File: config.mk
export PLATFORM = sky130hd
export DESIGN_NAME = modular_matrix_power_2x2_unit
export DESIGN_NICKNAME = d
export VERILOG_FILES = /design/src/hdl/mmp2_pkg.sv /design/src/hdl/modular_matrix_power_2x2_unit.sv
export SDC_FILE = /design/constraint.sdc
export NUM_CORES = 2
export LEC_CHECK = 0
export ABC_AREA = 1
export BUFFER_PORTS_ARGS = -buffer_cell sky130_fd_sc_hd__buf_2
export CORE_UTILIZATION = 60
export DETAILED_ROUTE_END_ITERATION = 8
export PLACE_DENSITY = 0.76
export SLEW_MARGIN = 20
export SYNTH_ARGS = -nofsm -noshare
export SYNTH_HDL_FRONTEND = slang
export SYNTH_SLANG_ARGS = --single-unit
File: constraint.sdc
create_clock -name aclk -period 22.9 [get_ports aclk]
set_input_delay 3.435 -clock aclk [delete_from_list [all_inputs] [get_ports aclk]]
set_output_delay 3.435 -clock aclk [all_outputs]
set_load 0.01 [all_outputs]
File: src/hdl/mmp2_pkg.sv
// Shared types and constants for the 2x2 modular matrix power unit.
// Holds the prime modulus, the Barrett reduction constant and the matrix type.
// No dependencies.
`default_nettype none

package mmp2_pkg;

    localparam int ELEM_W  = 30;
    localparam int POWER_W = 63;

    typedef logic [ELEM_W-1:0] elem_t;
    // Four entries, row-major, entry 0 (row 0, column 0) in the lowest bits.
    typedef logic [3:0][ELEM_W-1:0] mat_t;

    localparam elem_t PRIME = 30'd1000000007;

    // Barrett constant floor(2^60 / PRIME), fits in 31 bits.
    localparam logic [61:0] BARRETT_MU_FULL = (62'd1 << 60) / 62'd1000000007;
    localparam logic [30:0] BARRETT_MU      = BARRETT_MU_FULL[30:0];

    // Barrett leaves a remainder below three times the prime.
    localparam logic [31:0] PRIME_X3 = 32'd3000000021;

endpackage : mmp2_pkg

`default_nettype wire

File: src/hdl/modular_matrix_power_2x2_unit.sv
// Top level of the 2x2 modular matrix power unit: one sequencer around a single
// shared 32x32 multiplier. Depends on mmp2_pkg for the modulus and matrix type.
`default_nettype none

// This unit raises a 2x2 matrix of residues to a 63-bit power modulo the prime
// 1000000007 with right-to-left square-and-multiply, and returns one result
// matrix for every request. Input entries at or above the prime are reduced
// first, and an exponent of zero gives the identity matrix. All arithmetic runs
// through one 32x32 multiplier that each modular product uses three times (the
// product itself and two Barrett reduction steps), followed by two correction
// subtractions and one modular add into the running entry. A matrix product
// forms its eight terms in turn, then writes the result back. Every exponent
// bit up to the top set bit has its own step that picks the next product, every
// set bit costs one product, and every bit below the top set bit costs one
// squaring. The unit takes no new request while it works, but a finished result
// sits in its own output register, so the next request is accepted while that
// result waits to be taken.
module modular_matrix_power_2x2_unit
    import mmp2_pkg::*;
(
    input  wire logic         aclk,
    input  wire logic         aresetn,

    input  wire logic         s_tvalid,
    output logic              s_tready,
    // From bit 0: m00[29:0], m01[59:30], m10[89:60], m11[119:90],
    // power[182:120], zero pad[183].
    input  wire logic [183:0] s_tdata,

    output logic              m_tvalid,
    input  wire logic         m_tready,
    // From bit 0: r00[29:0], r01[59:30], r10[89:60], r11[119:90].
    output logic [119:0]      m_tdata
);

    // Sequencer states.
    localparam logic [3:0] ST_IDLE = 4'd0;
    localparam logic [3:0] ST_BIT  = 4'd1;
    localparam logic [3:0] ST_M1   = 4'd2;
    localparam logic [3:0] ST_M2   = 4'd3;
    localparam logic [3:0] ST_M3   = 4'd4;
    localparam logic [3:0] ST_R1   = 4'd5;
    localparam logic [3:0] ST_R2   = 4'd6;
    localparam logic [3:0] ST_R3   = 4'd7;
    localparam logic [3:0] ST_ACC  = 4'd8;
    localparam logic [3:0] ST_WB   = 4'd9;
    localparam logic [3:0] ST_DONE = 4'd10;

    // Which matrix product is being formed.
    localparam logic MODE_SQR = 1'b0;   // base = base * base
    localparam logic MODE_MUL = 1'b1;   // acc  = acc * base

    logic [3:0]         state_reg, state_next;
    logic               mode_reg, mode_next;
    logic [2:0]         term_reg, term_next;
    logic [POWER_W-1:0] pow_reg, pow_next;
    mat_t               base_reg, base_next;
    mat_t               acc_reg, acc_next;
    mat_t               new_reg, new_next;
    elem_t              part_reg, part_next;
    logic [59:0]        prod_reg, prod_next;
    logic [61:0]        mul_reg, mul_next;
    logic [31:0]        r_reg, r_next;
    mat_t               out_reg, out_next;
    logic               m_tvalid_reg, m_tvalid_next;

    logic [31:0]        mul_a, mul_b;
    logic [61:0]        mul_out;
    logic [1:0]         idx_x, idx_y;
    elem_t              x_op, y_op;
    logic [30:0]        acc_sum;
    elem_t              acc_sum_red;
    logic               s_accept;

    // Entries are below twice the prime, so one conditional subtract reduces them.
    function automatic elem_t reduce_in(input elem_t val);
        elem_t res;
        res = (val >= PRIME) ? val - PRIME : val;
        return res;
    endfunction

    assign s_tready = (state_reg == ST_IDLE);
    assign s_accept = s_tvalid && s_tready;
    assign m_tvalid = m_tvalid_reg;
    assign m_tdata  = out_reg;

    // Term counter: bit 2 is the row i, bit 1 the column k, bit 0 the inner index j.
    assign idx_x = {term_reg[2], term_reg[0]};
    assign idx_y = {term_reg[0], term_reg[1]};
    assign x_op  = (mode_reg == MODE_MUL) ? acc_reg[idx_x] : base_reg[idx_x];
    assign y_op  = base_reg[idx_y];

    // The shared multiplier and its operand selection.
    always_comb begin
        case (state_reg)
            ST_M1: begin
                mul_a = {2'b00, x_op};
                mul_b = {2'b00, y_op};
            end
            ST_M2: begin
                mul_a = {1'b0, prod_reg[59:29]};
                mul_b = {1'b0, BARRETT_MU};
            end
            ST_M3: begin
                mul_a = {1'b0, mul_reg[61:31]};
                mul_b = {2'b00, PRIME};
            end
            default: begin
                mul_a = 32'd0;
                mul_b = 32'd0;
            end
        endcase
    end

    // Every operand pair used here has a product below 2^62.
    assign mul_out = 62'(64'(mul_a) * 64'(mul_b));

    // Modular add of the reduced term into the entry being built.
    assign acc_sum     = (term_reg[0] ? {1'b0, part_reg} : 31'd0) + {1'b0, r_reg[29:0]};
    assign acc_sum_red = (acc_sum >= {1'b0, PRIME}) ? 30'(acc_sum - {1'b0, PRIME})
                                                    : acc_sum[29:0];

    always_comb begin
        state_next    = state_reg;
        mode_next     = mode_reg;
        term_next     = term_reg;
        pow_next      = pow_reg;
        base_next     = base_reg;
        acc_next      = acc_reg;
        new_next      = new_reg;
        part_next     = part_reg;
        prod_next     = prod_reg;
        mul_next      = mul_reg;
        r_next        = r_reg;
        out_next      = out_reg;
        m_tvalid_next = m_tvalid_reg;

        if (m_tvalid_reg && m_tready) begin
            m_tvalid_next = 1'b0;
        end

        case (state_reg)
            ST_IDLE: begin
                if (s_accept) begin
                    base_next[0] = reduce_in(s_tdata[29:0]);
                    base_next[1] = reduce_in(s_tdata[59:30]);
                    base_next[2] = reduce_in(s_tdata[89:60]);
                    base_next[3] = reduce_in(s_tdata[119:90]);
                    acc_next[0]  = 30'd1;
                    acc_next[1]  = 30'd0;
                    acc_next[2]  = 30'd0;
                    acc_next[3]  = 30'd1;
                    pow_next     = s_tdata[182:120];
                    state_next   = (s_tdata[182:120] == '0) ? ST_DONE : ST_BIT;
                end
            end
            ST_BIT: begin
                mode_next  = pow_reg[0] ? MODE_MUL : MODE_SQR;
                term_next  = 3'd0;
                state_next = ST_M1;
            end
            ST_M1: begin
                prod_next  = mul_out[59:0];
                state_next = ST_M2;
            end
            ST_M2: begin
                mul_next   = mul_out;
                state_next = ST_M3;
            end
            ST_M3: begin
                mul_next   = mul_out;
                state_next = ST_R1;
            end
            ST_R1: begin
                r_next     = prod_reg[31:0] - mul_reg[31:0];
                state_next = ST_R2;
            end
            ST_R2: begin
                r_next     = (r_reg >= {2'b00, PRIME}) ? r_reg - {2'b00, PRIME} : r_reg;
                state_next = ST_R3;
            end
            ST_R3: begin
                r_next     = (r_reg >= {2'b00, PRIME}) ? r_reg - {2'b00, PRIME} : r_reg;
                state_next = ST_ACC;
            end
            ST_ACC: begin
                if (term_reg[0]) begin
                    new_next[term_reg[2:1]] = acc_sum_red;
                end else begin
                    part_next = acc_sum_red;
                end
                term_next  = term_reg + 3'd1;
                state_next = (term_reg == 3'd7) ? ST_WB : ST_M1;
            end
            ST_WB: begin
                if (mode_reg == MODE_MUL) begin
                    acc_next = new_reg;
                    // After the top set bit the final squaring is never used.
                    if (pow_reg[POWER_W-1:1] == '0) begin
                        state_next = ST_DONE;
                    end else begin
                        mode_next  = MODE_SQR;
                        term_next  = 3'd0;
                        state_next = ST_M1;
                    end
                end else begin
                    base_next  = new_reg;
                    pow_next   = pow_reg >> 1;
                    state_next = (pow_reg[POWER_W-1:1] == '0) ? ST_DONE : ST_BIT;
                end
            end
            ST_DONE: begin
                if (!m_tvalid_reg || m_tready) begin
                    out_next      = acc_reg;
                    m_tvalid_next = 1'b1;
                    state_next    = ST_IDLE;
                end
            end
            default: begin
                state_next = ST_IDLE;
            end
        endcase
    end

    always_ff @(posedge aclk) begin
        if (!aresetn) begin
            state_reg    <= ST_IDLE;
            m_tvalid_reg <= 1'b0;
        end else begin
            state_reg    <= state_next;
            m_tvalid_reg <= m_tvalid_next;
        end
    end

    always_ff @(posedge aclk) begin
        mode_reg <= mode_next;
        term_reg <= term_next;
        pow_reg  <= pow_next;
        base_reg <= base_next;
        acc_reg  <= acc_next;
        new_reg  <= new_next;
        part_reg <= part_next;
        prod_reg <= prod_next;
        mul_reg  <= mul_next;
        r_reg    <= r_next;
        out_reg  <= out_next;
    end

`ifndef SYNTHESIS
    // Barrett estimate is never more than two primes short.
    assert property (@(posedge aclk) disable iff (!aresetn)
        (state_reg == ST_R2) |-> (r_reg < PRIME_X3))
        else $error("Barrett remainder out of range");

    // After both corrections the term is a residue.
    assert property (@(posedge aclk) disable iff (!aresetn)
        (state_reg == ST_ACC) |-> (r_reg < {2'b00, PRIME}))
        else $error("reduced term not below the prime");

    // The accumulator and the new product hold residues at every write-back.
    assert property (@(posedge aclk) disable iff (!aresetn)
        (state_reg == ST_WB) |-> (acc_reg[0] < PRIME && acc_reg[1] < PRIME &&
                                  acc_reg[2] < PRIME && acc_reg[3] < PRIME &&
                                  new_reg[0] < PRIME && new_reg[1] < PRIME &&
                                  new_reg[2] < PRIME && new_reg[3] < PRIME))
        else $error("matrix entry not below the prime");

    // An accepted request blocks further requests until the result is loaded.
    assert property (@(posedge aclk) disable iff (!aresetn)
        s_accept |=> !s_tready)
        else $error("second request taken while busy");

    // A new result is only loaded when the output register is free or draining.
    assert property (@(posedge aclk) disable iff (!aresetn)
        (state_reg == ST_DONE && m_tvalid_reg && !m_tready) |=> (state_reg == ST_DONE))
        else $error("result overwritten while waiting");
`endif

endmodule : modular_matrix_power_2x2_unit

`default_nettype wire

==> results.json <==
{
  "cts.htree.levels": 3,
  "dr_wl_met2_um": 101000,
  "antenna_found_initial": 53,
  "synth_flop_cell": "edfxtp_1",
  "wl_met1_um": 92200,
  "cts_sinks": 736,
  "cp-start-kind": "flip-flop",
  "internal_power_mw": 2.61,
  "slew_headroom_pct": 16.7,
  "reg2reg_depth": 31,
  "hold_violations": 0,
  "min_path_cells": 0,
  "fmax_mhz": 78.7,
  "yosysMostFrequentCell": "nand2_1",
  "rows": 124,
  "io-pin-count": 310,
  "p_total_mw": 3.98,
  "nNetsFinal": 9577,
  "cts.path.max_buffers": 3,
  "nFillCells": 9521,
  "dp_cells": 9657,
  "p_sw_share_pct": 34.5,
  "setup_tns_ns": 0,
  "yosysWarnings": 0,
  "cts_made_buffers": 79,
  "yosysSeqAreaShare_pct": 31.9,
  "placed_cell_area_um2": 72500,
  "cp_max_fo": 68,
  "overflow": 0,
  "max_cap_viol_count": 0,
  "crit_top_cell": "fa_1",
  "avgSynthCellArea_um2": 8.63,
  "grt_pass1_wl_um": 360000,
  "setup_violations": 0,
  "die_h_um": 342,
  "dr.pass1.iters": 6,
  "wire_per_inst_um": 25.1,
  "cts_resized": 0,
  "die_w_um": 342,
  "synth_common_cells": "nand2_1, inv_1, nor2_1",
  "holdCritPathClass": "flip-flop to flip-flop",
  "place.gp.congestion": 1.07,
  "final_cell_area_um2": 75200,
  "synthCells": 8015,
  "clock_latency_ns": 0.69,
  "cellPowerDensity_nw_per_um2": 53.0,
  "maxUsedRoutingLayer": "met5",
  "cts_tree": "done",
  "fin_crit_sh_pct": 55.5,
  "start_util_pct": 60.5,
  "vias_per_cell": 5.99,
  "port-buffer-count": 308,
  "worst_pin_slew_ns": 1.24,
  "ir_worst_vdd_mv": 0.0578,
  "fin_crit_ns": 12.71,
  "vias": 58800,
  "skew_ns": 0.0605,
  "routed_wl_um": 247000,
  "cts_setup_buffers": 0,
  "yosys.area.top_type": "edfxtp_1",
  "core-area_um2": 114000,
  "postCtsHoldBufs": 0,
  "worst_ep_arrival_time_ns": 13.10,
  "clockPowerShare_pct": 32.6,
  "netlist_area_um2": 69200,
  "drive_gt1_share_pct": 7.75,
  "area_delta_synth_final_pct": 8.63,
  "postRouteAntennaNets": 0,
  "synth-seq-cells": 736,
  "power_frac_comb_pct": 25.0,
  "clk_pin_slew_worst_paths_ns": 0.07,
  "status": "finished clean",
  "drt_iter0_markers": 8091,
  "crit_required_ns": 23.29,
  "die-area_um2": 117000,
  "grt_usage_pct": 42.5,
  "post-dp-hpwl_um": 192000,
  "seq_power_share_pct": 42.4,
  "critical_path_class": "flip-flop to flip-flop",
  "slowest_stage": "clkinv_1",
  "max_stage_delay_ns": 1.13,
  "grt_pass1_vias": 56900,
  "dr_wl_met3_um": 39000,
  "synth_edf_count": 731,
  "drc_errors": 0,
  "leakage_nw": 35.3,
  "power.switching_mw": 1.37,
  "end_kind": "flip-flop",
  "rsz0062_at_grt": "false",
  "synth_top_area_share_pct": 31.7,
  "async_flop_share_pct": 0,
  "ys_types": 57,
  "slew_viol_final": 0,
  "fin_cells": 9829,
  "cts-root-buf": "clkbuf_16",
  "synth.area.top_cells": "edfxtp_1, fa_1, nand2_1",
  "grt_max_degree": 184
}
worst max-delay path: cells and delay by family, from the launching register on:
kind	cells	cell delay [ns]
AOI/OAI and AO/OA	9	2.47
buffers and inverters	8	3.00
DFF	1	0.42
adders and majority gates	9	4.53
xor gates and xnor gates	1	0.20
and+or+nand+nor	4	1.68
metrics by stage:
step / setup slack, ns / util (%) / hold WS [ns]
finish: 10.19 / 65.7 / 0.409
global route: 10.15 / 65.7 / 0.430
CTS: 10.86 / 65.7 / 0.418
detailed placement: 10.95 / 63.4 / 0.432
global placement: 11.11 / 63.4 / 0.428
floorplan: 9.83 / - / 0.421
area by class of cell:
type                    count  area, um2  area share (%)
inverters                1622       6100            8.11
clock inverters            48        554           0.737
repair buffers            414       2350            3.13
flip-flops and latches    736      22100            29.3
multi-input cells        5373      40100            53.4
diodes                     31       77.6           0.103
clock buffers              93       2030            2.70
well taps                1512       1890            2.52
path summary, 6_finish.rpt:
path | start | endpoint | slack, ns
min reg2reg | acc_reg[88]$_SDFFCE_PN0P_ | m_tdata[88]$_DFFE_PP_ | 0.41
max | term_reg[0]$_SDFFCE_PN0P_ | prod_reg[56]$_DFFE_PN_ | 10.19
min | acc_reg[88]$_SDFFCE_PN0P_ | m_tdata[88]$_DFFE_PP_ | 0.41
max reg2reg | term_reg[0]$_SDFFCE_PN0P_ | prod_reg[56]$_DFFE_PN_ | 10.19
kinds of logic after synthesis:
family                     count (synthesis)  share of synthesized area, %
and+or+nand+nor                         3105                          18.1
buffers and inverters                   1910                          10.4
adders and majority gates               1163                          30.1
AOI/OAI and AO/OA                        987                          8.06
DFF                                      736                          31.9
xor gates and xnor gates                 111                          1.41
other                                      2                        0.0109
muxes                                      1                        0.0145
layout by cell type (no fill, tap or decap), types with 27 or more instances in the layout:
cell type	count
a21oi_1	316
buf_2	308
buf_4	105
clkbuf_16	79
clkinv_1	33
diode_2	31
edfxtp_1	731
fa_1	839
ha_1	324
inv_1	1586
nand2_1	1655
nand3_1	304
nand4_1	36
nor2_1	943
nor3_1	39
nor4_1	37
o211ai_1	71
o21ai_0	390
o221ai_1	27
o22ai_1	51
or2_2	47
xnor2_1	32
xor2_1	79
power by group through the flow:
stage | registers, mW | clock network (mW) | logic [mW]
floorplan | 1.71 | 0 | 0.547
global placement | 1.71 | 0 | 0.925
detailed placement | 1.71 | 0 | 0.941
CTS | 1.68 | 1.29 | 0.949
global route | 1.69 | 1.34 | 1.05
finish | 1.69 | 1.30 | 0.996
per-layer routing:
metal / track usage (%) / up-vias
met5: 0 / -
met4: 20.4 / 18
met3: 16.1 / 714
met2: 59.5 / 4003
met1: 58.1 / 28500
li1: - / 25600
No activity file was read; power rests on OpenSTA's default activity.
